### config.mk
export PLATFORM = sky130hd
export DESIGN_NAME = cmf_result
export DESIGN_NICKNAME = d
export VERILOG_FILES = /design/src/cmf_pkg.sv /design/src/cmf_result.sv
export SDC_FILE = /design/constraint.sdc
export NUM_CORES = 1
export LEC_CHECK = 0
export BUFFER_PORTS_ARGS = -buffer_cell sky130_fd_sc_hd__buf_2
export CAP_MARGIN = 20
export CORE_UTILIZATION = 32
export CTS_CLUSTER_DIAMETER = 120
export DETAILED_ROUTE_END_ITERATION = 10
export PLACE_DENSITY_LB_ADDON = 0.15
export SYNTH_ARGS = -nofsm -noshare
export SYNTH_HDL_FRONTEND = slang
export SYNTH_SLANG_ARGS = --single-unit
export TNS_END_PERCENT = 30
### constraint.sdc
create_clock -name clk -period 1 [get_ports clk]
set_input_delay 0 -clock clk [delete_from_list [all_inputs] [get_ports clk]]
set_output_delay 0 -clock clk [all_outputs]
set_load 0.01 [all_outputs]
### src/cmf_pkg.sv
// Shared types and constants of the cross morphology filter.
// No dependencies; used by every module of the block but cmf_line_buf.
`timescale 1ns / 1ps
`default_nettype none

package cmf_pkg;

	localparam int MAX_WIDTH = 1024;
	localparam int MAX_HEIGHT = 4096;

	localparam int PIX_W = 8;
	localparam int WIDTH_W = 11;
	localparam int HEIGHT_W = 13;
	localparam int CFG_DATA_W = 13;
	localparam int CFG_IDX_W = 2;

	localparam logic [CFG_IDX_W-1:0] CFG_IMAGE_WIDTH = 2'd0;
	localparam logic [CFG_IDX_W-1:0] CFG_IMAGE_HEIGHT = 2'd1;
	localparam logic [CFG_IDX_W-1:0] CFG_TARGET_MODE = 2'd2;

	localparam logic [PIX_W-1:0] TARGET_DILATE = 8'h00;
	localparam logic [PIX_W-1:0] TARGET_ERODE = 8'hFF;

	// Where the current result pixel sits with respect to the image border.
	typedef struct packed {
		logic vld;
		logic up_ok;
		logic down_ok;
		logic left_ok;
		logic right_ok;
		logic last;
	} pos_t;

endpackage

`default_nettype wire

### src/cmf_result.sv
// Cross-neighbor compare and the registered output stage of the filter.
// Depends on cmf_pkg.
`timescale 1ns / 1ps
`default_nettype none

module cmf_result (
	input  wire logic               clk,
	input  wire logic               arst_n,
	input  wire cmf_pkg::pos_t      pos_s1,
	input  wire logic [7:0]         up,
	input  wire logic [7:0]         down,
	input  wire logic [7:0]         right_pix,
	input  wire logic [7:0]         center_pix,
	input  wire logic [7:0]         left_pix,
	input  wire logic               target_mode,
	input  wire logic               m_tready,
	output      logic               m_tvalid,
	output      logic [7:0]         m_tdata,
	output      logic               m_tlast,
	output      logic               out_free
);

	logic       out_vld_q;
	logic [7:0] pix_q;
	logic       last_q;
	logic [7:0] target;
	logic       hit;

	assign target = target_mode ? cmf_pkg::TARGET_ERODE : cmf_pkg::TARGET_DILATE;

	// Neighbors outside the image never count.
	assign hit = (pos_s1.up_ok && (up == target)) ||
		(pos_s1.down_ok && (down == target)) ||
		(pos_s1.left_ok && (left_pix == target)) ||
		(pos_s1.right_ok && (right_pix == target));

	assign out_free = !out_vld_q || m_tready;

	always_ff @(posedge clk or negedge arst_n) begin
		if (!arst_n) begin
			out_vld_q <= 1'b0;
		end else if (out_free) begin
			out_vld_q <= pos_s1.vld;
		end
	end

	always_ff @(posedge clk) begin
		if (out_free && pos_s1.vld) begin
			pix_q <= hit ? target : center_pix;
			last_q <= pos_s1.last;
		end
	end

	assign m_tvalid = out_vld_q;
	assign m_tdata = pix_q;
	assign m_tlast = last_q;

endmodule

`default_nettype wire

# Word-level counts from Yosys, hierarchy flattened
# Index checks and enable logic that the tools add are counted.
dict set report op_classes {
  n_eq_ne 4
  muxes 2
  reduce_logical 10
}
# op n
set ops {}
lappend ops {{8-bit == test} 4}
lappend ops {{8-bit 2-to-1 mux} 2}
lappend ops {{1-bit logical AND} 5}
lappend ops {{1-bit logical OR} 4}
lappend ops {{1-bit zero test} 1}
dict set report word_totals {
  register_bits 10
  inputBits 50
  out_inout_bits 11
  word_cells 19
}

# Logic depth before layout (Yosys ltp)
dict set report depth {
  word_depth 7
  mapped_depth 6
  ltp_nobuf 5
}

# Worst setup path after synthesis
# OpenSTA, ideal clock, no wires.
dict set report synth_timing {
  path_type {input -> register}
  startpoint {input target_mode}
  endpoint {register pix_q[0], in the netlist m_tdata[0] (data pin)}
  setup_ns 0.260
  arrival_ns 1.051
  required_ns 0.740
  path_slack_ns -0.311
  path_stages 5
  n_path_buf 0
  path_cell_list {nor4_1 > and4b_4 > nor4_4 > nand4_4 > mux2_2}
}
dict set report synth_between {
  elab_chain_len 7
  word_cells_on_any_way 13
  classes_between {eq/ne: 4; mux: 2; reduce/logical: 7}
}
# element line_no
set synth_lines {}
lappend synth_lines {{start, declared} cmf_result.sv:15} ;# input wire logic target_mode,
lappend synth_lines {{8-bit 2-to-1 mux (*)} cmf_result.sv:29} ;# assign target = target_mode ? cmf_pkg::TARGET_ERODE : cmf_pkg::TARGET_DILATE;
lappend synth_lines {{8-bit == test, on equally long branches} {cmf_result.sv:32, cmf_result.sv:33}}
lappend synth_lines {{1-bit logical AND, on equally long branches} {cmf_result.sv:32, cmf_result.sv:33}}
lappend synth_lines {{1-bit logical OR} cmf_result.sv:32} ;# assign hit = (pos_s1.up_ok && (up == target)) ||
lappend synth_lines {{1-bit logical OR} cmf_result.sv:33} ;# (pos_s1.down_ok && (down == target)) ||
lappend synth_lines {{1-bit logical OR} cmf_result.sv:34} ;# (pos_s1.left_ok && (left_pix == target)) ||
lappend synth_lines {{8-bit 2-to-1 mux (*)} cmf_result.sv:49} ;# pix_q <= hit ? target : center_pix;
lappend synth_lines {{end signal, assigned} cmf_result.sv:49}
lappend synth_lines {{end, declared} cmf_result.sv:24} ;# logic [7:0] pix_q;
# Every way passes the cells marked *; elsewhere a longest branch is shown, timed or not.
# A chain may end at the register's enable or synchronous reset.

# Worst setup path after layout
dict set report layout_timing {
  startpoint {input right_pix[5]}
  endpoint {register pix_q[6], in the netlist m_tdata[6] (data pin)}
}
dict set report layout_between {
  elab_chain_len 4
}
# element line_no
set layout_lines {}
lappend layout_lines {{start, declared} cmf_result.sv:12} ;# input wire logic [7:0] right_pix,
lappend layout_lines {{8-bit == test} cmf_result.sv:35} ;# (pos_s1.right_ok && (right_pix == target));
lappend layout_lines {{1-bit logical AND} cmf_result.sv:35}
lappend layout_lines {{1-bit logical OR} cmf_result.sv:34}
lappend layout_lines {{8-bit 2-to-1 mux} cmf_result.sv:49}
# No other way between the ends.

==> results.ini <==
[yosys]
synth_adder_area_share_pct = 0
synth_cell_type_count = 19
seq_area_frac_synth_pct = 46.6
netlist_instances = 53
syn-num-nets = 103
share_of_the_synthesized_area_in_compound_gates_ao_oa_aoi_oai_pct = 0.988
yosys.area_share.xor_xnor_pct = 0
synthesis.area_per_instance_um2 = 11.9
synth.mux.area_fraction_pct = 14.2
ys_warn_count = 0
synthSimpleGateAreaFrac_pct = 37.4
ys_top_cells_by_count = 9 x edfxtp_1, 8 x mux2_2, 8 x nand4_1, 7 x nor4_1, 4 x nand2_1
synth_area_leaders = edfxtp_1 43%, mux2_2 14%, nand4_1 7.9%
synth_seq_cells = 10
share_of_synthesized_flip_flops_with_an_asynchronous_set_or_reset_pct = 10.0
synth_enable_flop_cells = 9
synth_top_family_by_area = simple AND/OR/NAND/NOR gates
mappedNetlistArea_um2 = 633
dominantRegCellSynth = edfxtp_1
synth_top_area_cell = edfxtp_1
yosysMostFrequentCell = edfxtp_1
post-synth-top-area-fraction_pct = 42.7

[placed_design]
gpl.final_weighted_congestion = 0.618
dp.final_hpwl_um = 1270
place_area_mm2 = 0.00101
dp_slack_ns = -0.505
io_buffers = 60

[worst_hold_path]
hold_end = m_tdata[5]$_DFFE_PP_
min_path_type = in2reg
hold_start = center_pix[5]
whs_path_depth = 2

[timing]
finalWorstPathRequiredPeriod_ns = 1.22
grt_setup_unrepaired = true
period_share_pct = 122
setup_violations = 17
worst-slew-pin-transition_ns = 0.342
clock-skew-final_ns = 0.00775
number_of_max_slew_violations_in_the_final_report = 0
max-slew-margin-rel_pct = 77.0
worst_hold_slack_ns = 0.0327
finalSetupTns_ns = -1.86
worst_case_setup_margin_in_the_final_layout_ns = -0.217
fmaxAchievable_mhz = 822
hold_violations = 0

[global_routing]
overflow = 0
first_global_vias = 631
global_route.usage.total_pct = 17.6
grt_first_pass_wirelength_um = 2610
grt_max_degree = 10
antenna_violations_before_repair = 0

[drt]
drt_iter0_markers = 11
dr.pass1.iters = 4
vias = 735
antenna_violating_nets_post_route = 0
wl_per_cell_um = 12.4
drc = 0
routed_via_density = 4.97
totalWireLength_um = 1840

[clock_network]
clk_transition_reported_paths_ns = 0.06
clockBufferDepth = 2
tritoncts_num_sinks = 10
cts_tree = yes
cts.htree.levels = 1
root_buffer = clkbuf_4
insertion_delay_ns = 0.27
numCtsBuffers = 3

[finish]
finish.instance_area_mm2 = 0.00126
nFillCells = 140
finalNetCount = 174
sequential_cell_area_um2 = 295
antenna_cells = 0
flow.area_growth_from_synthesis_pct = 98.6
multi_input_area_um2 = 432
share_of_cells_above_drive_strength_1_pct = 70.7

[floorplan]
initial_utilization_pct = 35.5
die_w_um = 46.5
design.die.area_mm2 = 0.00216
floorplan.core_area_mm2 = 0.00178
num_rows = 15
chipHeight_um = 46.5
num_io_pins = 61

[critical_path]
max_stage_delay_ns = 0.36
worstSetupStartpointType = input pin
crit_path_max_fanout = 8
r2r.worst_path.cells = 3
timing.rr.end = m_tdata[7]$_DFFE_PP_
regToRegStartpoint = m_tvalid$_DFFE_PN0N_
worst_setup_path_end_kind = flop
r2r_setup_slack_ns = -0.03
crit_path_cell_trace = buf_6 -> nor4_2 -> and4b_4 -> nor4_4 -> nand4_4 -> mux2_4
cp_data_arrival_time_ns = 1.23
crit_slowest_cell = mux2_4
cp_top_family = simple AND/OR/NAND/NOR gates
critical_path_required_ns = 1.01
critical_path.n_buffers_inverters = 1
criticalPathCategory = in2reg

[run_status]
violations = setup timing
run_status = finished, violations left

[run]
timing.max_cap.violations = 0

[power_and_ir_drop]
power_density_mw_per_mm2 = 872
static-leakage-power_uw = 0.000539
peakVddDrop_mv = 0.644

[state kept, by name, indices dropped and copies added, names as in the netlist]
register and flops:
m_tdata 8, m_tvalid 1, m_tlast 1
[layout make-up]
type / instances / share of cell area [%]
repair buffers: 67 / 37.6
well taps: 25 / 2.49
multi-input cells: 42 / 34.3
flip-flops and latches: 10 / 23.5
clock buffers: 4 / 2.09
[metal layers]
| metal | vias up | GRT usage [%] | share of wire (%) |
|---|---|---|---|
| li1 | 364 | - | - |
| met5 | - | 0 | 0 |
| met4 | 0 | 7.06 | 1.3 |
| met3 | 5 | 5.88 | 6.7 |
| met1 | 330 | 19.0 | 38 |
| met2 | 36 | 30.8 | 54 |
[worst max-delay path by stage]
stage	endpoint	start	depth (start not counted)	slack, ns
final	m_tdata[6]$_DFFE_PP_	right_pix[5]	6	-0.22
after global routing	m_tdata[4]$_DFFE_PP_	target_mode	6	-0.25
after CTS	m_tdata[4]$_DFFE_PP_	right_pix[4]	6	-0.20
after detailed placement	m_tdata[1]$_DFFE_PP_	left_pix[3]	6	-0.50
after global placement	m_tdata[5]$_DFFE_PP_	left_pix[3]	6	-0.49
after floorplan	m_tdata[0]$_DFFE_PP_	right_pix[3]	5	-0.29
[cells by family after synthesis]
family                 count (synthesis)
and+or+nand+nor                       33
DFF                                   10
muxes                                  8
AOI/OAI and AO/OA                      1
buffers and inverters                  1
[power breakdown]
part / switching, uW / total [uW] / internal, uW / leakage (uW)
sequential: 5.57 / 490 / 484 / 0.0000965
clock: 132 / 286 / 154 / 0.0000150
combinational: 124 / 320 / 197 / 0.000427
[cells in the final DEF, fill, tap and decap left out, drive strengths merged, types with 3 or more instances in the layout]
master       synthesis  final
buf                  1     64
clkbuf               0      4
dlygate4sd3          0      3
edfxtp               9      9
mux2                 8      8
nand2                4      4
nand4                9      9
nor3                 3      3
nor4                 8      8
[through the flow]
step	total power (uW)	cells	util, %
finish	1100	148	70.5
CTS	1080	148	67.4
detailed placement	733	141	56.9
floorplan	567	53	-
global placement	728	141	56.9
global route	1160	148	70.5
[timing repair]
action / 4_1_cts / 5_1_grt
pin swaps: 8 / 4
buffers inserted: 0 / 0
resized for setup: 26 / 10
endpoints found under the setup margin: 17 / 18
endpoints found under the hold margin: 3 / 0
hold buffers: 3 / 0
(Power assumes the default switching activity.)
