## config.mk

```make
export PLATFORM = sky130hd
export DESIGN_NAME = cmf_ctrl
export DESIGN_NICKNAME = d
export VERILOG_FILES = /design/src/cmf_pkg.sv /design/src/cmf_ctrl.sv
export SDC_FILE = /design/constraint.sdc
export NUM_CORES = 1
export LEC_CHECK = 0
export ABC_AREA = 1
export BUFFER_PORTS_ARGS = -buffer_cell sky130_fd_sc_hd__buf_4
export CORE_MARGIN = 3
export CORE_UTILIZATION = 65
export DETAILED_ROUTE_END_ITERATION = 10
export PLACE_DENSITY = 0.86
export RECOVER_POWER = 100
export SYNTH_ARGS = -nofsm -noshare
export SYNTH_HDL_FRONTEND = slang
export SYNTH_SLANG_ARGS = --single-unit
export TNS_END_PERCENT = 1
```

## constraint.sdc

```tcl
create_clock -name clk -period 5.4 [get_ports clk]
set_clock_uncertainty 0.1 [all_clocks]
set_input_delay 1.62 -clock clk [delete_from_list [all_inputs] [get_ports clk]]
set_output_delay 1.62 -clock clk [all_outputs]
set_load 0.02 [all_outputs]
```

## src/cmf_pkg.sv

```systemverilog
// Shared types and constants of the cross morphology filter.
// No dependencies; used by every module of the block but cmf_line_buf.
`timescale 1ns / 1ps
`default_nettype none

package cmf_pkg;

	localparam int MAX_WIDTH = 1024;
	localparam int MAX_HEIGHT = 4096;

	localparam int PIX_W = 8;
	localparam int WIDTH_W = 11;
	localparam int HEIGHT_W = 13;
	localparam int CFG_DATA_W = 13;
	localparam int CFG_IDX_W = 2;

	localparam logic [CFG_IDX_W-1:0] CFG_IMAGE_WIDTH = 2'd0;
	localparam logic [CFG_IDX_W-1:0] CFG_IMAGE_HEIGHT = 2'd1;
	localparam logic [CFG_IDX_W-1:0] CFG_TARGET_MODE = 2'd2;

	localparam logic [PIX_W-1:0] TARGET_DILATE = 8'h00;
	localparam logic [PIX_W-1:0] TARGET_ERODE = 8'hFF;

	// Where the current result pixel sits with respect to the image border.
	typedef struct packed {
		logic vld;
		logic up_ok;
		logic down_ok;
		logic left_ok;
		logic right_ok;
		logic last;
	} pos_t;

endpackage

`default_nettype wire

```

## src/cmf_ctrl.sv

```systemverilog
// Configuration registers and stream position counters of the filter.
// Depends on cmf_pkg.
`timescale 1ns / 1ps
`default_nettype none

module cmf_ctrl #(
	parameter int MAX_WIDTH = cmf_pkg::MAX_WIDTH
) (
	input  wire logic                            clk,
	input  wire logic                            arst_n,
	input  wire logic                            cfg_we,
	input  wire logic [cmf_pkg::CFG_IDX_W-1:0]   cfg_index,
	input  wire logic [cmf_pkg::CFG_DATA_W-1:0]  cfg_data,
	input  wire logic                            accept,
	output      logic [$clog2(MAX_WIDTH)-1:0]    col,
	output      cmf_pkg::pos_t                   pos,
	output      logic                            target_mode
);

	localparam int CW = $clog2(MAX_WIDTH);
	localparam int CMPW = (CW > cmf_pkg::WIDTH_W) ? CW : cmf_pkg::WIDTH_W;
	localparam int HW = cmf_pkg::HEIGHT_W;

	logic [cmf_pkg::WIDTH_W-1:0] width_q;
	logic [HW-1:0]               height_q;
	logic                        mode_q;
	logic [CW-1:0]               col_q;
	logic [HW-1:0]               row_q;

	logic [cmf_pkg::WIDTH_W-1:0] w_raw;
	logic [HW-1:0]               h_raw;
	logic                        c_zero;
	logic                        col_end;

	assign w_raw = cfg_data[cmf_pkg::WIDTH_W-1:0];
	assign h_raw = cfg_data[HW-1:0];

	assign c_zero = (col_q == '0);
	assign col_end = (CMPW'(col_q) == CMPW'(width_q - 11'd1));

	// The result pixel lags the input by one row and one column; at column 0
	// it belongs to the last column of the row two rows up.
	always_comb begin
		pos.vld = (row_q >= 13'd2) || ((row_q == 13'd1) && !c_zero);
		pos.up_ok = c_zero ? (row_q >= 13'd3) : (row_q >= 13'd2);
		pos.down_ok = c_zero ? (row_q <= height_q) : (row_q < height_q);
		pos.left_ok = c_zero ? (width_q >= 11'd2) : (CMPW'(col_q) >= CMPW'(2));
		pos.right_ok = !c_zero;
		pos.last = c_zero && ((HW + 1)'(row_q) == (HW + 1)'(height_q) + 14'd1);
	end

	assign col = col_q;
	assign target_mode = mode_q;

	always_ff @(posedge clk or negedge arst_n) begin
		if (!arst_n) begin
			width_q <= cmf_pkg::WIDTH_W'(MAX_WIDTH > 1024 ? 1024 : MAX_WIDTH);
			height_q <= 13'd1024;
			mode_q <= 1'b0;
			col_q <= '0;
			row_q <= '0;
		end else if (cfg_we) begin
			unique case (cfg_index)
				cmf_pkg::CFG_IMAGE_WIDTH: begin
					if (w_raw == '0) begin
						width_q <= 11'd1;
					end else if (32'(w_raw) > MAX_WIDTH) begin
						width_q <= cmf_pkg::WIDTH_W'(MAX_WIDTH);
					end else begin
						width_q <= w_raw;
					end
					col_q <= '0;
					row_q <= '0;
				end
				cmf_pkg::CFG_IMAGE_HEIGHT: begin
					if (h_raw == '0) begin
						height_q <= 13'd1;
					end else if (32'(h_raw) > cmf_pkg::MAX_HEIGHT) begin
						height_q <= HW'(cmf_pkg::MAX_HEIGHT);
					end else begin
						height_q <= h_raw;
					end
					col_q <= '0;
					row_q <= '0;
				end
				cmf_pkg::CFG_TARGET_MODE: begin
					mode_q <= cfg_data[0];
				end
				default: begin
				end
			endcase
		end else if (accept) begin
			if (pos.last) begin
				col_q <= '0;
				row_q <= '0;
			end else if (col_end) begin
				col_q <= '0;
				row_q <= row_q + 13'd1;
			end else begin
				col_q <= col_q + CW'(1);
			end
		end
	end

endmodule

`default_nettype wire

```

# Yosys cells after proc, flatten, opt, wreduce, memory -nomap -nowiden
# Cells that the tools add are included.
[totals]
input_bits = 19
latch_bits = 0
ramBits = 0
romBits = 0
register_bits = 48
mem_count = 0
[op_classes]
n_lt_le_gt_ge = 8
reduce_logical = 16
add_sub_neg = 4
muxes = 17
bitwise_logic = 0
n_eq_ne = 6
n_div = 0
shift = 0
mul = 0
[op_table]
columns = ["cell", "n"]
rows = [
  ["2-to-1 mux 13 bit", 7],
  ["2-to-1 mux 10 bit", 5],
  [">= comparator 13 x 2 -> 1 bit, second input constant", 2],
  ["2-to-1 mux 11 bit", 2],
  ["adder 13 x 1 -> 14 bit, second input constant", 1],
  ["equality test 13 x 14 -> 1 bit", 1],
  ["adder 13 x 1 -> 13 bit, second input constant", 1],
  ["equality test 13 x 1 -> 1 bit, second input constant", 1],
  ["> comparator 13 bit, second input constant", 1],
  ["<= comparator 13 bit", 1],
  ["zero test 13 bit", 1],
  ["less-than comparator 13 bit", 1],
  ["equality test 10 x 11 -> 1 bit", 1],
  [">= comparator 11 x 2 -> 1 bit, second input constant", 1],
  ["> comparator 11 bit, second input constant", 1],
  ["zero test 11 bit", 1],
  ["subtractor 11 x 1 -> 11 bit, second input constant", 1],
  ["adder 10 x 1 -> 10 bit, second input constant", 1],
  [">= comparator 10 x 2 -> 1 bit, second input constant", 1],
  ["zero test 10 bit", 1],
  ["AND reduction 2 bit", 4],
  ["2-to-1 mux 1 bit", 3],
  ["AND reduction 3 bit", 1],
  ["nonzero test 3 bit", 1],
  ["9 further kinds", 10],
]

# Logic depth before layout (Yosys ltp)
# Gate-level depths: netlist of the first run.
[logic_depth]
word_depth = 6
ltp_mapped = 17
mapped_depth_nobuf = 15

# Worst setup path before layout of the first run
# No wires, ideal clock.
[synth_timing]
path_kind = "reg-to-output"
from = "register height_q[10]"
to = "output pos[3] (netlist bit)"
stages_incl_launch_ff = 7
path_slack_ps = 1960
t_arrival_ps = 1720
path_cell_list = "dfstp_2 inv_1 ha_1 nand2_1 nor4_1 nand3_1 o21ai_0"
[synth_lines]
columns = ["item", "line_no", "source"]
rows = [
  ["start: declaration", "cmf_ctrl.sv:25", "logic [HW-1:0] height_q;"],
  ["start signal: assignment", "cmf_ctrl.sv:79", "height_q <= HW'(cmf_pkg::MAX_HEIGHT);"],
  ["start signal: assignment", "cmf_ctrl.sv:81", "height_q <= h_raw;"],
  ["end: declaration", "cmf_ctrl.sv:16", "output cmf_pkg::pos_t pos,"],
]

==> flow_metrics.py, run 1 <==
metrics = {
    "sta": {
        "finalHoldViolations": 0,
        "setup_viol": 0,
        "finalSetupTns_ns": 0,
        "period_minus_slack_ns": 3.973,
        "rsz0062_at_grt": "false",
        "relSlewSlack": -0.6898,
        "drv_slew": 49,
        "fin_crit_sh": 0.7357,
        "fmax_mhz": 251.7,
        "tightestPinTransition_ns": 2.535,
        "fin_worst_hold_slack_ns": 0.4322,
    },
    "yosys": {
        "ys_seq_area_frac": 0.3243,
        "syn_nets": 593,
        "post_synth.cell_area_avg_sq_um": 6.723,
        "synthArstFlopShare": 1.000,
        "ys_seq_elements": 48,
        "syn_area_sq_um": 3711,
        "synth-main-ff-cell": "dfrtp_1",
        "synth_cells": 552,
        "yosysWarnings": 0,
        "ys_types": 30,
        "synth_edf_count": 0,
    },
    "floorplanning": {
        "die_h_microns": 81.56,
        "dieArea_sq_um": 6652,
        "coreArea_sq_um": 5303,
        "start_util": 0.6999,
        "die_x_microns": 81.56,
        "ioPinCount": 36,
        "core.rowCount": 26,
    },
    "grt": {
        "grt_start_max_net_pins": 49,
        "grt_pass1_wl_microns": 15610,
        "first_global_vias": 3335,
        "antenna_found_initial": 0,
        "grt_usage": 0.3044,
        "overflow": 0,
    },
    "cts": {
        "clock-sinks": 48,
        "clkSlewWorstSetupHoldPaths_ns": 0.09,
        "post_cts_resized": 0,
        "clock_path_buffers": 2,
        "cts_root_buffer": "clkbuf_8",
        "cts_buffers": 5,
        "cts_hold_buf": 0,
        "clock_latency_ns": 0.30,
        "h-tree-depth": 2,
        "post_cts_buffers": 0,
        "cts_tree": "done",
    },
    "drt": {
        "dr.pass1.iters": 5,
        "route.detailed.drc": 0,
        "drtAntennaViolNets": 0,
        "dr.first_iter.drc_count": 375,
        "detail_route.wl_per_cell_microns": 14.38,
        "vias_per_cell": 5.602,
        "vias": 3675,
        "wl_microns": 9431,
    },
    "worst_hold_path": {
        "hold_class": "reg2reg",
        "holdPathStages": 2,
        "worstHoldStart": "target_mode",
        "worstHoldEndpoint": "target_mode",
    },
    "worst_setup_path": {
        "cp.arrival_ns": 2.25,
        "r2r-end": "col[6]",
        "start_kind": "flop",
        "critPathMaxFanout": 5,
        "reg2reg_from": "col[0]",
        "path_class": "reg2out",
        "r2r_slack_ns": 2.45,
        "reg2reg_depth": 13,
        "crit_path_end_kind": "output port",
        "crit_required_ns": 3.68,
    },
    "outcome": {
        "status": "finished, violations left",
        "violations": "capacitance limit, slew limit",
    },
    "finish": {
        "fillCellCount": 439,
        "layout-drive-gt1-share": 0.05802,
        "areaGrowthSynthToFinish_pct": 8.159,
        "final_nets": 626,
        "antennaDiodeCount": 0,
    },
    "power_and_ir_drop": {
        "p_leak_nw": 2.045,
        "p_per_area_nw_per_um2": 260.3,
        "irDropWorstVdd_v": 0.0002029,
    },
    "job": {
        "cap_violations": 1,
    },
    "placed_design": {
        "gp_congestion": 1.058,
        "portBuffers": 35,
        "dp_hpwl_microns": 7387,
    },
}
how the worst max path moves through the flow:
stage,start,to
after CTS,col[0],pos[0]
final,col[0],pos[0]
after global routing,col[0],pos[0]
after floorplan,height_q[10],pos[3]
after global placement,cfg_we,height_q[0]
after detailed placement,cfg_we,height_q[6]
synth_stat cells (4+ instances only):
master / count / area [sq um]
nand2_1: 155 / 581.8
inv_1: 92 / 345.3
nor2_1: 61 / 229.0
dfrtp_1: 46 / 1151
nand3_1: 35 / 175.2
o21ai_0: 25 / 125.1
ha_1: 22 / 275.3
o22ai_1: 17 / 106.4
xor2_1: 14 / 122.6
a21oi_1: 12 / 60.06
nand4_1: 10 / 62.56
xnor2_1: 10 / 87.58
nor3_1: 9 / 45.04
o21ai_1: 5 / 25.02
o21ai_2: 5 / 43.79
clkbuf_1: 4 / 15.01
per-stage QoR:
| step | worst slack [ns] | instance area (sq um) | instances | power [mW] | utilization |
|---|---|---|---|---|---|
| 6_report | 1.427 | 4014 | 656 | 1.045 | 0.7570 |
| 5_1_grt | 1.273 | 4014 | 656 | 1.120 | 0.7570 |
| 4_1_cts | 1.499 | 4109 | 656 | 1.062 | 0.7749 |
| 3_5_place_dp | 1.695 | 4009 | 648 | 0.8294 | 0.7560 |
| 3_3_place_gp | 1.667 | 4009 | 648 | 0.8216 | 0.7560 |
| 2_1_floorplan | 1.960 | 3711 | 552 | 0.7091 | - |
power by group:
| group | total [mW] | internal [mW] | switching, mW |
|---|---|---|---|
| Combinational | 0.360 | 0.127 | 0.234 |
| Sequential | 0.447 | 0.397 | 0.0501 |
| Clock | 0.238 | 0.117 | 0.120 |
| Total | 1.04 | 0.641 | 0.404 |
routing by layer:
metal	vias up	track usage	routed length [microns]
met5	-	0	0
met4	0	0.08615	209
met3	19	0.04825	839
met2	176	0.4682	4105
met1	1659	0.4413	4277
li1	1821	-	-
area by class of cell:
class                   instances  area [sq um]  share of cell area
multi-input cells             403          2086              0.5196
clock buffers                   8         100.1             0.02494
flip-flops and latches         48          1204              0.2999
inverters                      92         345.3             0.08603
repair buffers                 35         191.4             0.04769
well taps                      70         87.58             0.02182
worst max-delay path, cell delays in order (launching register included):
cell     delay [ns]
dfrtp_1        0.45
inv_1          0.17
ha_1           0.18
nand2_1        0.07
nor2_1         0.28
nand2_1        0.09
nor2_1         0.11
nand3_1        0.10
nor2_1         0.16
nand2_2        0.13
inv_1          0.09
buf_4          0.14
cell families (layout without fill, tap and decap cells):
logic type | count (synthesis) | count (layout) | synth area share
AO/OA/AOI/OAI | 70 | 70 | 0.1099
adder cells (fa/ha/maj) | 22 | 22 | 0.07417
XOR/XNOR | 24 | 24 | 0.05664
AND/OR/NAND/NOR | 287 | 287 | 0.3277
flip-flops | 48 | 48 | 0.3243
buffers and inverters | 101 | 135 | 0.1072
flip-flops by register name (all words and copies together), names as in the netlist:
| name | count |
|---|---|
| width_q | 11 |
| col | 10 |
| row_q | 13 |
| height_q | 13 |
| target_mode | 1 |
layout by cell type, fill, tap and decap left out, types with 2 or more instances in the layout:
cell type	n
dfstp_2	2
nor2_1	62
a211oi_1	2
clkbuf_1	20
xnor2_1	10
nand3b_1	3
clkbuf_8	7
or2_2	2
nor2_2	2
nand2_2	2
inv_1	92
xor2_1	14
o22ai_1	17
nor3_1	9
o21ai_0	35
nand3_1	35
buf_4	16
nand3_2	2
nor4_1	3
nand4_1	10
dfrtp_1	46
nand2_1	156
a21oi_1	12
ha_1	22
o21bai_1	2
Power figures use the tool's default switching activity.
==> run 2, diff against run 1 <==
- ABC_AREA: 1 -> 0
- CORE_UTILIZATION: 65 -> 54
- PLACE_DENSITY: 0.86 -> 0.77
- clock period: 5.4 -> 3.3 ns (I/O delays scaled with it)
==> run 2 against run 1 <==
Against the previous run: the flow finishes with violations (setup timing); register-to-register slack worse by 2.3 ns; clock power is 86% higher; via count is 3.1% lower; sequential share of layout area is 2.6 points lower; final cell count is 14% lower; critical path type unchanged; largest power group unchanged; highest routed layer unchanged.
==> flow_metrics.py, run 2 <==
metrics = {
    "finish": {
        "layout-drive-gt1-share": 0.2140,
        "final_common_cell": "buf_4",
        "final_nets": 526,
        "fillCellCount": 543,
        "top_regs": "height_q: 13 flops, row_q: 13 flops, width_q: 11 flops",
        "stdcell_count": 563,
        "final_cell_mix": "59 x buf_4, 44 x dfrtp_1, 39 x nand2_1",
        "areaGrowthSynthToFinish_pct": 17.52,
        "antennaDiodeCount": 0,
        "final_util": 0.6745,
    },
    "job": {
        "cap_violations": 0,
    },
    "yosys": {
        "ys_types": 66,
        "yosysTopAreaCellShare": 0.3071,
        "synth_edf_count": 0,
        "synth_cells": 436,
        "synth.cells.most_frequent": "46 x dfrtp_1, 39 x nand2_1, 30 x inv_1, 27 x nor2_1, 27 x o21ai_0",
        "ys_seq_area_frac": 0.3211,
        "synth.area.top_cells": "dfrtp_1 31%, ha_1 7.3%, xor2_1 4.4%, nand2_1 3.9%, o21ai_0 3.6%",
        "synthArstFlopShare": 1.000,
        "syn_area_sq_um": 3749,
        "yosysWarnings": 0,
        "syn_nets": 477,
        "yosys.area.top_type": "dfrtp_1",
        "synth-main-ff-cell": "dfrtp_1",
        "post_synth.cell_area_avg_sq_um": 8.598,
        "post-synth-top-count-cell": "dfrtp_1",
        "ys_seq_elements": 48,
    },
    "cts": {
        "cts_buffers": 5,
        "clock_path_buffers": 2,
        "clock_latency_ns": 0.31,
        "clkSlewWorstSetupHoldPaths_ns": 0.10,
        "cts_root_buffer": "clkbuf_8",
        "cts_tree": "done",
        "h-tree-depth": 2,
        "clock-sinks": 48,
        "cts_hold_buf": 0,
    },
    "sta": {
        "fin_ws_ns": -0.01178,
        "drv_slew": 0,
        "fin_crit_sh": 1.004,
        "tightestPinTransition_ns": 1.190,
        "setup_viol": 1,
        "rsz0062_at_grt": "true",
        "finalHoldViolations": 0,
        "fmax_mhz": 302.0,
        "relSlewSlack": 0.2069,
        "period_minus_slack_ns": 3.312,
    },
    "drt": {
        "dr.first_iter.drc_count": 150,
        "drtAntennaViolNets": 0,
        "route.detailed.drc": 0,
        "dr.pass1.iters": 5,
        "vias_per_cell": 6.327,
        "vias": 3562,
        "detail_route.wl_per_cell_microns": 18.28,
        "wl_microns": 10290,
    },
    "floorplanning": {
        "coreArea_sq_um": 6531,
        "dieArea_sq_um": 7977,
        "ioPinCount": 36,
        "core.rowCount": 29,
        "start_util": 0.5739,
        "die_h_microns": 89.32,
        "die_x_microns": 89.32,
    },
    "worst_setup_path": {
        "crit_path_end_kind": "output port",
        "reg2reg_depth": 7,
        "crit_required_ns": 2.21,
        "path_class": "reg2out",
        "critPathMaxFanout": 2,
        "cp.arrival_ns": 2.22,
        "start_kind": "flop",
    },
    "power_and_ir_drop": {
        "p_per_area_nw_per_um2": 403.4,
        "total_power_mw": 1.777,
        "p_comb_frac": 0.348,
        "pwr-share-seq": 0.403,
        "p_int_mw": 1.136,
        "sw_frac_of_total": 0.3605,
        "p_switching_uw": 640.6,
        "irDropWorstVdd_v": 0.0002783,
        "power_frac_clock": 0.249,
        "p_leak_nw": 1.907,
    },
    "placed_design": {
        "post-place-cells": 548,
        "portBuffers": 35,
        "dp_hpwl_microns": 7682,
        "place_ws_ns": 0.1700,
        "gp_congestion": 0.9779,
    },
    "outcome": {
        "violations": "setup timing",
        "status": "finished, violations left",
    },
    "grt": {
        "grt_start_max_net_pins": 49,
        "grt_usage": 0.2740,
        "overflow": 0,
        "grt_pass1_wl_microns": 16910,
        "first_global_vias": 3372,
        "antenna_found_initial": 0,
    },
    "worst_hold_path": {
        "holdPathStages": 2,
        "hold_class": "reg2reg",
    },
}
-- run 2: cell count changes in the layout (fill, tap and decap cells not counted), sizes merged, moves of 12 or more --
cell	before	now
clkbuf	27	11
o22ai	17	2
buf	16	60
nand2b	0	12
nand2	158	39
a22o	0	14
nand3	37	14
inv	92	31
nor2	65	27
-- run 2: power by group through the flow --
stage	Clock, mW	Combinational, mW	Sequential, mW
floorplan	0	0.388	0.709
global placement	0	0.553	0.719
detailed placement	0	0.574	0.722
CTS	0.446	0.605	0.710
global route	0.474	0.678	0.722
finish	0.443	0.618	0.716
-- run 2: worst max-delay path, stage by stage, from the launching register on --
cell and delay (ns):
dfrtp_1 0.39, or4_4 0.56, nor3_4 0.23, nand4_1 0.17, nor4_2 0.25, and3_1 0.17
buf_4 0.13
-- run 2: stage by stage --
step / setup TNS [ns] / hold WS (ns) / cell area [sq um]
2_1_floorplan: 0 / 0.3832 / 3749
5_1_grt: -0.1397 / 0.4611 / 4405
3_5_place_dp: 0 / 0.3911 / 4188
4_1_cts: -0.004620 / 0.4139 / 4350
3_3_place_gp: 0 / 0.3737 / 4188
6_report: -0.01178 / 0.4226 / 4405
-- run 2: layer usage --
metal	global-route usage	vias to the layer above	wire, microns
met5	0	-	0
met4	0.06766	0	197
met1	0.3828	1699	4573
met2	0.4468	137	4887
li1	-	1705	-
met3	0.04147	21	635
-- run 2: cell families after synthesis --
family,Yosys count,synth area share
xor+xnor,33,0.07710
simple gates,173,0.2583
fa+ha+maj,23,0.07610
flops,48,0.3211
compound gates,101,0.2009
buf+inv,55,0.05774
mux,3,0.008678
-- run 2: cell type report --
| type | instances | area [sq um] | share of cell area |
|---|---|---|---|
| Multi-Input combinational cell | 333 | 2394 | 0.5433 |
| Sequential cell | 48 | 1206 | 0.2738 |
| Inverter | 31 | 116.4 | 0.02641 |
| Timing Repair Buffer | 66 | 478.0 | 0.1085 |
| Tap cell | 77 | 96.34 | 0.02187 |
| Clock inverter | 3 | 46.29 | 0.01051 |
| Clock buffer | 5 | 68.82 | 0.01562 |
-- run 2: path summary, 6_finish.rpt --
kind	start	to	slack [ns]
worst max-delay path	col[7]	pos[0]	-0.01
worst min-delay path	target_mode	target_mode	0.42
worst max register to register	width_q[0]	row_q[0]	0.18
worst min register to register	target_mode	target_mode	0.42
max in group asynchronous	arst_n	height_q[2]	1.50
min in group asynchronous	arst_n	height_q[8]	0.80
-- run 2: timing repair --
item                                    in CTS  in global routing
pin swaps                                    2                 10
gates cloned                                 0                  0
endpoints found under the setup margin       4                  4
gates resized for setup                      5                 13
setup buffers                                4                  3
